**config.mk**
```make
export PLATFORM = sky130hd
export DESIGN_NAME = soft_timer_bank_top
export DESIGN_NICKNAME = d
export VERILOG_FILES = /design/src/rtl/stb_pkg.sv /design/src/rtl/soft_timer_bank_top.sv /design/src/rtl/stb_ctrl.sv /design/src/rtl/stb_dp.sv
export SDC_FILE = /design/constraint.sdc
export NUM_CORES = 1
export LEC_CHECK = 0
export BUFFER_PORTS_ARGS = -buffer_cell sky130_fd_sc_hd__buf_2
export CAP_MARGIN = 25
export CORE_MARGIN = 2
export CORE_UTILIZATION = 48
export DETAILED_ROUTE_END_ITERATION = 6
export HOLD_SLACK_MARGIN = 0.12
export PLACE_DENSITY_LB_ADDON = 0.2
export SYNTH_ARGS = -nofsm -noshare
export SYNTH_HDL_FRONTEND = slang
export SYNTH_SLANG_ARGS = --single-unit
```
**constraint.sdc**
```tcl
create_clock -name clk -period 5.5 [get_ports clk]
set_clock_uncertainty 0.15 [all_clocks]
set_input_delay 0 -clock clk [delete_from_list [all_inputs] [get_ports clk]]
set_output_delay 0 -clock clk [all_outputs]
set_load 0.05 [all_outputs]
```
**src/rtl/stb_pkg.sv**
```systemverilog
// Shared constants, operation codes and the control bundle for the timer bank.
`default_nettype none
package stb_pkg;

  localparam int NUM_TIMERS = 8;
  localparam int TIME_BITS  = 48;
  localparam int IDX_W      = (NUM_TIMERS > 1) ? $clog2(NUM_TIMERS) : 1;

  localparam int OP_W  = 3;
  localparam int TID_W = 3;
  localparam int DUR_W = 32;

  localparam logic [OP_W-1:0] OP_TICK    = 3'd0;
  localparam logic [OP_W-1:0] OP_START   = 3'd1;
  localparam logic [OP_W-1:0] OP_STOP    = 3'd2;
  localparam logic [OP_W-1:0] OP_RESTART = 3'd3;
  localparam logic [OP_W-1:0] OP_QUERY   = 3'd4;

  // controller -> datapath
  typedef struct packed {
    logic load;   // capture the input beat
    logic exec;   // apply the captured item, register its result
  } stb_cmd_t;

endpackage
`default_nettype wire

```
**src/rtl/soft_timer_bank_top.sv**
```systemverilog
// Top level of the one-shot timer bank: controller plus datapath.
//
//   channel | direction | handshake          | payload
//   in      | input     | in_valid/in_stall  | in_op, in_timer_index, in_duration
//   out     | output    | out_valid/out_stall| out_running, out_elapsed
//
// One beat in gives one beat out; after acceptance the controller steps through ST_EXEC to ST_OUT.
// The capture/execute sequence of the controller takes no new beat while one
// is in execution; a new beat is taken as the previous result leaves.
// Synchronous active-low reset clears the counter, all per-timer flags and lengths.
// A stalled result holds, and input stays stalled until it is taken.
`default_nettype none
module soft_timer_bank_top (
  input  wire                       clk,
  input  wire                       rst_n,
  input  wire                       in_valid,
  output logic                      in_stall,
  input  wire [stb_pkg::OP_W-1:0]   in_op,
  input  wire [stb_pkg::TID_W-1:0]  in_timer_index,
  input  wire [stb_pkg::DUR_W-1:0]  in_duration,
  output logic                      out_valid,
  input  wire                       out_stall,
  output logic                      out_running,
  output logic                      out_elapsed
);

  stb_pkg::stb_cmd_t cmd;

  stb_ctrl u_ctrl (
    .clk       (clk),
    .rst_n     (rst_n),
    .in_valid  (in_valid),
    .in_stall  (in_stall),
    .out_valid (out_valid),
    .out_stall (out_stall),
    .cmd       (cmd)
  );

  stb_dp u_dp (
    .clk            (clk),
    .rst_n          (rst_n),
    .cmd            (cmd),
    .in_op          (in_op),
    .in_timer_index (in_timer_index),
    .in_duration    (in_duration),
    .out_running    (out_running),
    .out_elapsed    (out_elapsed)
  );

  // no input beat while a stalled result is pending
  a_no_overrun: assert property (@(posedge clk) disable iff (!rst_n)
    !(in_valid && !in_stall && out_valid && out_stall))
    else $error("input beat taken over a stalled result");

  // result is absent during the ST_EXEC state that follows acceptance and shows up in ST_OUT
  a_latency: assert property (@(posedge clk) disable iff (!rst_n)
    (in_valid && !in_stall) |=> !out_valid ##1 out_valid)
    else $error("result timing broken");

  // a timer is never both running and elapsed
  a_flags_excl: assert property (@(posedge clk) disable iff (!rst_n)
    out_valid |-> !(out_running && out_elapsed))
    else $error("running and elapsed both set");

endmodule
`default_nettype wire

```
**src/rtl/stb_ctrl.sv**
```systemverilog
// Controller: sequences capture, execute and result hand-off.
`default_nettype none
module stb_ctrl (
  input  wire             clk,
  input  wire             rst_n,
  input  wire             in_valid,
  output logic            in_stall,
  output logic            out_valid,
  input  wire             out_stall,
  output stb_pkg::stb_cmd_t cmd
);

  localparam logic [1:0] ST_IDLE = 2'd0;
  localparam logic [1:0] ST_EXEC = 2'd1;
  localparam logic [1:0] ST_OUT  = 2'd2;

  logic [1:0] state_r, state_nxt;
  logic       in_acc;
  logic       out_acc;

  // a new beat may land in the same cycle the pending result leaves
  assign out_valid = (state_r == ST_OUT);
  assign out_acc   = out_valid && !out_stall;
  assign in_stall  = !((state_r == ST_IDLE) || out_acc);
  assign in_acc    = in_valid && !in_stall;

  assign cmd.load = in_acc;
  assign cmd.exec = (state_r == ST_EXEC);

  always_comb begin
    state_nxt = state_r;
    unique case (state_r)
      ST_IDLE: begin
        if (in_acc) state_nxt = ST_EXEC;
      end
      ST_EXEC: begin
        state_nxt = ST_OUT;
      end
      ST_OUT: begin
        if (in_acc)       state_nxt = ST_EXEC;
        else if (out_acc) state_nxt = ST_IDLE;
      end
      default: begin
        state_nxt = ST_IDLE;
      end
    endcase
  end

  always_ff @(posedge clk) begin
    if (!rst_n) begin
      state_r <= ST_IDLE;
    end else begin
      state_r <= state_nxt;
    end
  end

endmodule
`default_nettype wire

```
**src/rtl/stb_dp.sv**
```systemverilog
// Datapath: tick counter, per-timer flags, lengths and deadlines.
`default_nettype none
module stb_dp (
  input  wire                          clk,
  input  wire                          rst_n,
  input  stb_pkg::stb_cmd_t            cmd,
  input  wire [stb_pkg::OP_W-1:0]      in_op,
  input  wire [stb_pkg::TID_W-1:0]     in_timer_index,
  input  wire [stb_pkg::DUR_W-1:0]     in_duration,
  output logic                         out_running,
  output logic                         out_elapsed
);

  logic [stb_pkg::OP_W-1:0]      op_r;
  logic [stb_pkg::IDX_W-1:0]     idx_r;
  logic                          hit_r;
  logic [stb_pkg::DUR_W-1:0]     dur_r;

  logic [stb_pkg::TIME_BITS-1:0] now_r;
  logic [stb_pkg::NUM_TIMERS-1:0] run_r;
  logic [stb_pkg::NUM_TIMERS-1:0] done_r;
  logic [stb_pkg::DUR_W-1:0]     len_r      [stb_pkg::NUM_TIMERS];
  logic [stb_pkg::TIME_BITS-1:0] deadline_r [stb_pkg::NUM_TIMERS];

  logic                          run_o_r, done_o_r;

  logic [stb_pkg::DUR_W-1:0]     arm_len;
  logic [stb_pkg::TIME_BITS-1:0] deadline_sum;
  logic                          expired;
  logic                          run_nxt, done_nxt;
  logic                          arm;
  logic                          write_flags;

  assign arm_len      = (op_r == stb_pkg::OP_START) ? dur_r : len_r[idx_r];
  assign deadline_sum = now_r + stb_pkg::TIME_BITS'(arm_len);
  assign expired      = (now_r >= deadline_r[idx_r]);

  always_comb begin
    run_nxt     = run_r[idx_r];
    done_nxt    = done_r[idx_r];
    arm         = 1'b0;
    write_flags = 1'b0;
    unique case (op_r) inside
      stb_pkg::OP_START, stb_pkg::OP_RESTART: begin
        arm         = 1'b1;
        run_nxt     = 1'b1;
        done_nxt    = 1'b0;
        write_flags = 1'b1;
      end
      stb_pkg::OP_STOP: begin
        run_nxt     = 1'b0;
        done_nxt    = 1'b0;
        write_flags = 1'b1;
      end
      stb_pkg::OP_QUERY: begin
        if (run_r[idx_r] && expired) begin
          run_nxt  = 1'b0;
          done_nxt = 1'b1;
        end
        write_flags = 1'b1;
      end
      default: begin
        // tick and unused codes leave the timer alone
      end
    endcase
  end

  // captured item
  always_ff @(posedge clk) begin
    if (cmd.load) begin
      op_r  <= in_op;
      idx_r <= stb_pkg::IDX_W'(in_timer_index);
      hit_r <= (32'(in_timer_index) < 32'(stb_pkg::NUM_TIMERS));
      dur_r <= in_duration;
    end
  end

  always_ff @(posedge clk) begin
    if (!rst_n) begin
      now_r  <= '0;
      run_r  <= '0;
      done_r <= '0;
      for (int i = 0; i < stb_pkg::NUM_TIMERS; i++) len_r[i] <= '0;
    end else if (cmd.exec) begin
      if (op_r == stb_pkg::OP_TICK) now_r <= now_r + stb_pkg::TIME_BITS'(1);
      if (hit_r && write_flags) begin
        run_r[idx_r]  <= run_nxt;
        done_r[idx_r] <= done_nxt;
      end
      if (hit_r && (op_r == stb_pkg::OP_START)) len_r[idx_r] <= dur_r;
    end
  end

  // deadlines are only looked at while running, i.e. after an arm wrote them
  always_ff @(posedge clk) begin
    if (cmd.exec && hit_r && arm) deadline_r[idx_r] <= deadline_sum;
  end

  always_ff @(posedge clk) begin
    if (cmd.exec) begin
      run_o_r  <= hit_r && run_nxt;
      done_o_r <= hit_r && done_nxt;
    end
  end

  assign out_running = run_o_r;
  assign out_elapsed = done_o_r;

endmodule
`default_nettype wire
```
# Word-level counts from Yosys, hierarchy flattened
# Memories as Yosys holds them, arrays and structs flattened. A register that Yosys moved wholly into a read port is not among the register bits.
# Cells that the tools add are included.
# op_classes
n_addsub	2
order_cmp	3
muxes	31
eq_ne	8
reduce_logical	17
# op_table
cell	n
32-bit two-way mux	2
48-bit by 1-bit adder with 48-bit output, second input constant	1
48-bit by 32-bit adder with 48-bit output	1
48-bit greater-or-equal comparator	1
32-bit OR reduction	1
8-bit bitwise mux	2
1-bit two-way mux	15
3-bit two-way mux	3
1-bit binary-select mux with 3-bit select	2
3-bit by 2-bit equality test with 1-bit output, second input constant	2
2-bit two-way mux	3
2-bit case mux with 3 select lines	1
2-bit AND reduction	3
1-bit logical AND	5
3-bit by 4-bit less-than comparator with 1-bit output, second input constant	1
4-bit OR reduction	1
1-bit demux with 3-bit select	1
3-bit by 1-bit equality test with 1-bit output, second input constant	1
3-bit equality test, second input constant	1
3-bit by 1-bit greater-or-equal comparator with 1-bit output, second input constant	1
3-bit logical NOT	1
3-bit != test, second input constant	1
1-bit case mux with 3 select lines	1
3-bit OR reduction	1
8 further kinds	9
# word_totals
ram_bits	640
in_bits	42
ff_bits	106
memories	2
word_cells	72
# mem_list
memory	words	word_bits	rd	rd_ports_with_merged_regs	wr	line	text
u_dp.deadline_r	8	48	1	1	1	stb_dp.sv:23	logic [stb_pkg::TIME_BITS-1:0] deadline_r [stb_pkg::NUM_TIMERS];
u_dp.len_r	8	32	1	1	8	stb_dp.sv:22	logic [stb_pkg::DUR_W-1:0] len_r [stb_pkg::NUM_TIMERS];

# Longest topological paths before layout
# Gate-level depths: netlist (run 1).
# logic_depth
depth_word	7
ltp_mapped	16
mapped_depth_nobuf	14

# Modules after synthesis
# From an unflattened synthesis (run 1), not the netlist that was laid out.
# unflattened
cells_unflattened	2107
area_unflattened_um2	33335.7
# modules_own_cells
module	area_per_inst_um2	instances	seq_area_each_um2	cells_per_inst
stb_dp	33214.4	1	21760.9	2095
stb_ctrl	121.4	1	40.0	12

# Worst setup path after synthesis (run 1)
# Ideal clock, no wire load.
# synth_path
path_kind	flip-flop to flip-flop
start	register u_dp.idx_r[0] in the netlist's numbering
end	memory u_dp.deadline_r[3][0] in the netlist's numbering (enable)
synth_period_minus_slack_ns	4.992
path_buffers	2
path_slack_ns	0.508
setup_ns	0.513
stages_incl_launch_ff	5
t_required_ns	4.837
t_arrival_ns	4.330
path_cell_list	edfxtp_1 clkbuf_1 clkbuf_1 nand2_1 nor3_1
# synth_lines
item	line	text
start, declared	stb_dp.sv:15	logic [stb_pkg::IDX_W-1:0] idx_r;
start signal, assigned	stb_dp.sv:72	idx_r <= stb_pkg::IDX_W'(in_timer_index);
end, declared	stb_dp.sv:23	
# Straight into the memory's write port.

==> flow_metrics.py, run 1 <==
metrics = {
    "outcome": {
        "outcome": "completed",
    },
    "critical_path": {
        "cp_data_arrival_time_ps": 5250,
        "critical_path.endpoint_type": "flip-flop",
        "ff2ff_setup_slack_ps": 430,
        "crit_end": "u_dp.deadline_r[5][41]",
        "startpoint_type": "flip-flop",
        "worstSetupPathType": "reg2reg",
        "crit_required_ps": 5680,
        "r2r_cells": 12,
        "worstPathMaxFanout": 25,
        "timing.rr.end": "u_dp.deadline_r[5][41]",
    },
    "synth": {
        "yosys.area.top_type_share": 0.607,
        "synth-warning-count": 0,
        "synthArstFlopShare": 0,
        "synthesis.area_um2": 33700,
        "synth_flop_cell": "edfxtp_1",
        "synth_top_area_cell": "edfxtp_1",
        "seq_area_frac_synth": 0.648,
        "synthCells": 2156,
        "synth-seq-cells": 749,
        "synth_fp_nets": 2280,
        "synth_edf_count": 680,
        "ys_types": 69,
        "yosys-top-cells-area": "edfxtp_1 (61%), mux4_2 (11%), and2_1 (5.7%)",
        "syn_area_per_cell_um2": 15.6,
    },
    "clocking": {
        "cts_buffer_depth": 3,
        "cts_resized": 0,
        "clk_latency_ps": 630,
        "htreeDepth": 3,
        "clkTransAtPathRegs_ps": 60,
        "clock-sinks": 749,
        "cts_buffers": 78,
        "cts.root.buffer_cell": "clkbuf_16",
        "cts_tree": "built",
    },
    "drt": {
        "via_count": 19100,
        "drt-initial-drc-count": 1587,
        "firstDrtPassIters": 5,
        "drt-wirelength-per-cell_um": 24.2,
        "via_per_inst": 5.73,
        "highest_layer": "met5",
        "drc_errors": 0,
        "drt-total-wl_um": 80400,
        "ant_nets": 0,
        "drt-met1-wl_um": 33500,
        "wl_met2_um": 40400,
        "met3_length_um": 4160,
    },
    "placed_design": {
        "place.gp.congestion": 0.865,
        "port_buffers": 45,
        "hpwl_um": 48800,
    },
    "grt": {
        "antenna_found_initial": 2,
        "grt_start_max_net_pins": 81,
        "grt_pass1_wl_um": 121000,
        "grt-ovfl-total": 0,
        "grt_pass1_vias": 19900,
        "grt_use_total": 0.227,
    },
    "power_and_ir_drop": {
        "ir_drop_mv": 0.289,
        "power_leakage_nw": 13.8,
        "power_density_nw_per_um2": 327,
    },
    "finish": {
        "fillers": 5490,
        "syn_to_final_growth_pct": 15.5,
        "diodes": 0,
        "final_nets": 2450,
        "layout_common_cells": "edfxtp_1 (680), and2_1 (305), mux4_2 (162)",
        "drive_gt1_frac": 0.179,
        "layout_commonest_cell": "edfxtp_1",
    },
    "sta": {
        "worst_pin_slew_ps": 1050,
        "relSlewSlack": 0.294,
        "tns_ps": 0,
        "fmax_ghz": 0.197,
        "fin_crit_sh": 0.921,
        "hold_viol": 0,
        "fin_crit_ps": 5070,
        "rsz0062_at_grt": "no",
        "finalSetupViolCount": 0,
        "drv_slew": 0,
        "holdWs_ps": 322,
    },
    "worst_hold_path": {
        "hold_class": "reg2reg",
    },
    "die": {
        "rows": 97,
        "die_h_um": 269,
        "start_util": 0.482,
        "die-area_um2": 72300,
        "die_w_um": 269,
        "ios": 46,
        "core-area_um2": 69800,
    },
    "flow_run": {
        "max_cap_viol_count": 0,
    },
}
-- power by group --
group | switching, W | internal [W] | total [W]
Combinational | 0.000607 | 0.000437 | 0.00104
Clock | 0.00213 | 0.00310 | 0.00523
Sequential | 0.0000836 | 0.00637 | 0.00645
-- synthesized netlist by cell type, types with 4 or more instances --
cell      number
nand2b_1       7
a21boi_0       7
a221oi_1       5
o21ai_0       75
o21bai_1      10
a21o_1        30
a31oi_1        6
nand2_1      110
xnor2_1       58
o21a_1         7
nand4_1       24
nor2b_1        9
mux2_2         4
ha_1          81
mux2i_1       83
nand3_1       35
mux4_2       162
o211ai_1       7
buf_1         20
edfxtp_1     680
inv_1         22
and3_1        17
clkbuf_1      78
nor3_1        16
a21oi_1       55
a211oi_1       6
o22ai_1       11
and2_1       305
dfxtp_1       69
xor2_1        26
a211o_1        6
a41oi_1        4
or3_1          9
buf_2          5
nor2_1        53
-- stage by stage --
step                      instance area [um^2]   util  std cells  worst slack [ps]  power [W]
after floorplan                          33700      -       2156               508    0.00721
after global placement                   35400  0.507       3097               636    0.00754
after detailed placement                 35500  0.509       3102               510    0.00757
after CTS                                38900  0.557       3328               473     0.0128
after global routing                     38900  0.557       3328               183     0.0131
final                                    38900  0.557       3328               433     0.0127
-- flip-flops by register name, indices dropped and copies added, names as in the netlist, named ones only --
register          cells
u_dp.deadline_r     384
u_ctrl.state_r        2
u_dp.out_elapsed      1
u_dp.run_r            8
u_dp.now_r           48
u_dp.done_r           8
u_dp.out_running      1
u_dp.len_r          256
u_dp.idx_r            3
u_dp.dur_r           32
u_dp.op_r             3
-- layer usage --
| layer | vias up | GRT usage |
|---|---|---|
| met1 | 9711 | 0.292 |
| met2 | 531 | 0.390 |
| met5 | - | 0 |
| met4 | 4 | 0.0802 |
| li1 | 8666 | - |
| met3 | 166 | 0.0377 |
-- kinds of logic after synthesis --
family | after synthesis | share of synthesized area
flip-flops | 749 | 0.648
AND/OR/NAND/NOR | 612 | 0.103
AO/OA/AOI/OAI | 255 | 0.0483
multiplexers | 249 | 0.134
buffers and inverters | 125 | 0.0141
XOR/XNOR | 84 | 0.0219
adder cells (fa/ha/maj) | 82 | 0.0307
-- worst min path at each step --
stage | startpoint | to | slack, ps | cells past startpoint
finish | u_dp.run_r[7] | u_dp.run_r[7] | 320 | 2
global route | u_dp.run_r[2] | u_dp.run_r[2] | 340 | 2
CTS | u_dp.run_r[6] | u_dp.run_r[6] | 320 | 2
detailed placement | in_duration[31] | u_dp.dur_r[31] | 30 | 1
global placement | in_duration[23] | u_dp.dur_r[23] | 30 | 1
floorplan | in_duration[0] | u_dp.dur_r[0] | -50 | 0
-- critical path: stages, from the launching register on --
cell and delay, ps:
dfxtp_4 640, buf_4 340, mux4_2 320, mux2i_1 160
o21ai_0 180, ha_1 480, and3_1 320, and2_1 190
or4b_1 440, o22ai_1 370, o21a_1 400, a41oi_1 220
xnor2_1 530
-- layout make-up --
class / instances / area, um^2 / area share
inverters: 22 / 82.6 / 0.00212
multi-input cells: 1282 / 11500 / 0.297
well taps: 940 / 1180 / 0.0302
clock buffers: 108 / 2180 / 0.0561
clock inverters: 34 / 357 / 0.00917
flip-flops and latches: 749 / 21800 / 0.561
repair buffers: 193 / 1730 / 0.0445
-- what timing repair did --
| item | 4_1_cts | 5_1_grt |
|---|---|---|
| hold buffers | 84 | 0 |
| hold endpoints to repair | 114 | 0 |
| setup buffers | 0 | 0 |
| endpoints found under the setup margin | 0 | 0 |
(Power assumes the default switching activity.)
==> inputs of run 2 (changes only) <==
Settings changed: PLACE_DENSITY_LB_ADDON 0.2 to default.
==> run 2 against run 1 <==
  * Sequential cell count unchanged
  * Core utilization increased by 0.14 points
  * Power increased by 3.0%
  * Global-route usage decreased by 0.059 points
  * Clock power increased by 7.5%
  * Largest power group unchanged
  * Highest routed layer is now met4
==> flow_metrics.py, run 2 (synthesis gave the netlist of run 1 again) <==
metrics = {
    "outcome": {
        "outcome": "completed",
    },
    "drt": {
        "drc_errors": 0,
        "via_per_inst": 5.71,
        "drt-initial-drc-count": 1674,
        "ant_nets": 0,
        "via_count": 19000,
        "drt-total-wl_um": 80000,
        "firstDrtPassIters": 5,
        "drt-wirelength-per-cell_um": 24.0,
    },
    "clocking": {
        "cts_tree": "built",
        "cts_buffer_depth": 3,
        "cts_buffers": 81,
        "cts.root.buffer_cell": "clkbuf_16",
        "clk_latency_ps": 630,
        "clock-sinks": 749,
        "clkTransAtPathRegs_ps": 60,
        "htreeDepth": 3,
    },
    "sta": {
        "holdWs_ps": 320,
        "worst_pin_slew_ps": 992,
        "hold_viol": 0,
        "rsz0062_at_grt": "no",
        "tns_ps": 0,
        "fin_crit_sh": 0.909,
        "relSlewSlack": 0.339,
        "fin_crit_ps": 5000,
        "finalSetupViolCount": 0,
        "fmax_ghz": 0.200,
        "drv_slew": 0,
    },
    "critical_path": {
        "timing.rr.end": "u_dp.deadline_r[6][43]",
        "r2r_cells": 12,
        "startpoint_type": "flip-flop",
        "ff2ff_setup_slack_ps": 500,
        "crit_required_ps": 5690,
        "worstPathMaxFanout": 15,
        "critical_path.endpoint_type": "flip-flop",
        "crit_end": "u_dp.deadline_r[6][43]",
        "worstSetupPathType": "reg2reg",
        "cp_data_arrival_time_ps": 5190,
    },
    "placed_design": {
        "place.gp.congestion": 0.866,
        "hpwl_um": 48500,
        "port_buffers": 45,
        "place_inst": 3096,
    },
    "die": {
        "die_w_um": 269,
        "ios": 46,
        "start_util": 0.482,
        "die-area_um2": 72300,
        "die_h_um": 269,
        "rows": 97,
        "core-area_um2": 69800,
    },
    "grt": {
        "grt-ovfl-total": 0,
        "grt_pass1_vias": 19400,
        "grt_pass1_wl_um": 120000,
        "grt_start_max_net_pins": 83,
        "antenna_found_initial": 1,
        "grt_use_total": 0.226,
    },
    "power_and_ir_drop": {
        "sw_frac_of_total": 0.220,
        "p_seq_frac": 0.492,
        "combPwrFrac": 0.079,
        "p_sw_w": 0.00289,
        "power_w": 0.0131,
        "power_density_nw_per_um2": 336,
        "power_leakage_nw": 13.8,
        "ir_drop_mv": 0.253,
        "clkPwrFrac": 0.429,
        "p_int_w": 0.0102,
    },
    "finish": {
        "drive_gt1_frac": 0.184,
        "fillers": 5480,
        "final_nets": 2446,
        "final_cells": 3331,
        "layout_commonest_cell": "edfxtp_1",
        "largest_register": "u_dp.deadline_r",
        "largest_reg_flops": 384,
        "layout_common_cells": "edfxtp_1 (680), and2_1 (305), mux4_2 (162)",
        "syn_to_final_growth_pct": 15.8,
        "top_regs": "u_dp.deadline_r: 384 flops, u_dp.len_r: 256 flops, u_dp.now_r: 48 flops",
    },
    "flow_run": {
        "max_cap_viol_count": 0,
    },
    "worst_hold_path": {
        "min_path_cells": 2,
        "hold_class": "reg2reg",
    },
}
run 2: cell count changes in the layout (fill, tap and decap cells not counted), sizes merged:
cell         before  now
inv              23   24
clkbuf          108  110
diode             0    1
clkinvlp          1    4
dlygate4sd3      84   83
bufinv            7   10
buf             109  103
run 2: area by class of cell:
cell class	count	area, um^2	area share
Tap cell	940	1180	0.0302
Antenna cell	1	2.50	0.0000642
Sequential cell	749	21800	0.559
Inverter	22	82.6	0.00212
Timing Repair Buffer	186	1580	0.0405
Clock buffer	110	2310	0.0593
Multi-Input combinational cell	1282	11500	0.296
Clock inverter	41	470	0.0121
run 2: worst min-delay path by stage:
stage	start	to	slack, ps
5_1_grt	u_dp.run_r[5]	u_dp.run_r[5]	340
2_1_floorplan	in_duration[0]	u_dp.dur_r[0]	-50
3_3_place_gp	in_duration[31]	u_dp.dur_r[31]	30
3_5_place_dp	in_duration[4]	u_dp.dur_r[4]	30
6_report	u_dp.run_r[4]	u_dp.run_r[4]	320
4_1_cts	u_dp.run_r[5]	u_dp.run_r[5]	320
run 2: critical path: stages, from the launching register on:
cell and delay, ps:
dfxtp_4 460, buf_4 370, mux4_2 550, mux2i_1 140
o21ai_0 190, ha_1 350, a211o_1 310, a211oi_1 550
o31a_1 330, o22ai_1 220, o21ai_0 430, o21ai_0 200
xor2_1 470
run 2: layer usage:
metal / wire (um) / track usage / part of all wire / up-vias
met3: 3790 / 0.0290 / 0.047 / 105
met4: 1800 / 0.0671 / 0.023 / 0
met5: 0 / 0 / 0 / -
met1: 34100 / 0.302 / 0.43 / 9747
met2: 40300 / 0.389 / 0.50 / 507
li1: - / - / - / 8650
run 2: timing repair:
item / in CTS / in global routing
endpoints found under the hold margin: 78 / 0
buffers inserted: 0 / 0
hold buffers: 83 / 0
resized for setup: 0 / 0
run 2: per-stage QoR:
| stage | utilization | instance area (um^2) | worst slack [ps] |
|---|---|---|---|
| 6_report | 0.559 | 39000 | 501 |
| 5_1_grt | 0.559 | 39000 | 195 |
| 4_1_cts | 0.559 | 39000 | 488 |
| 3_5_place_dp | 0.507 | 35400 | 508 |
| 3_3_place_gp | 0.507 | 35400 | 596 |
| 2_1_floorplan | - | 33700 | 508 |
run 2: power groups by stage:
| stage | Clock, W | Sequential [W] | Combinational (W) |
|---|---|---|---|
| after floorplan | 0 | 0.00652 | 0.000684 |
| after global placement | 0 | 0.00657 | 0.000974 |
| after detailed placement | 0 | 0.00657 | 0.000999 |
| after CTS | 0.00573 | 0.00645 | 0.00105 |
| after global routing | 0.00597 | 0.00646 | 0.00112 |
| final | 0.00562 | 0.00645 | 0.00104 |
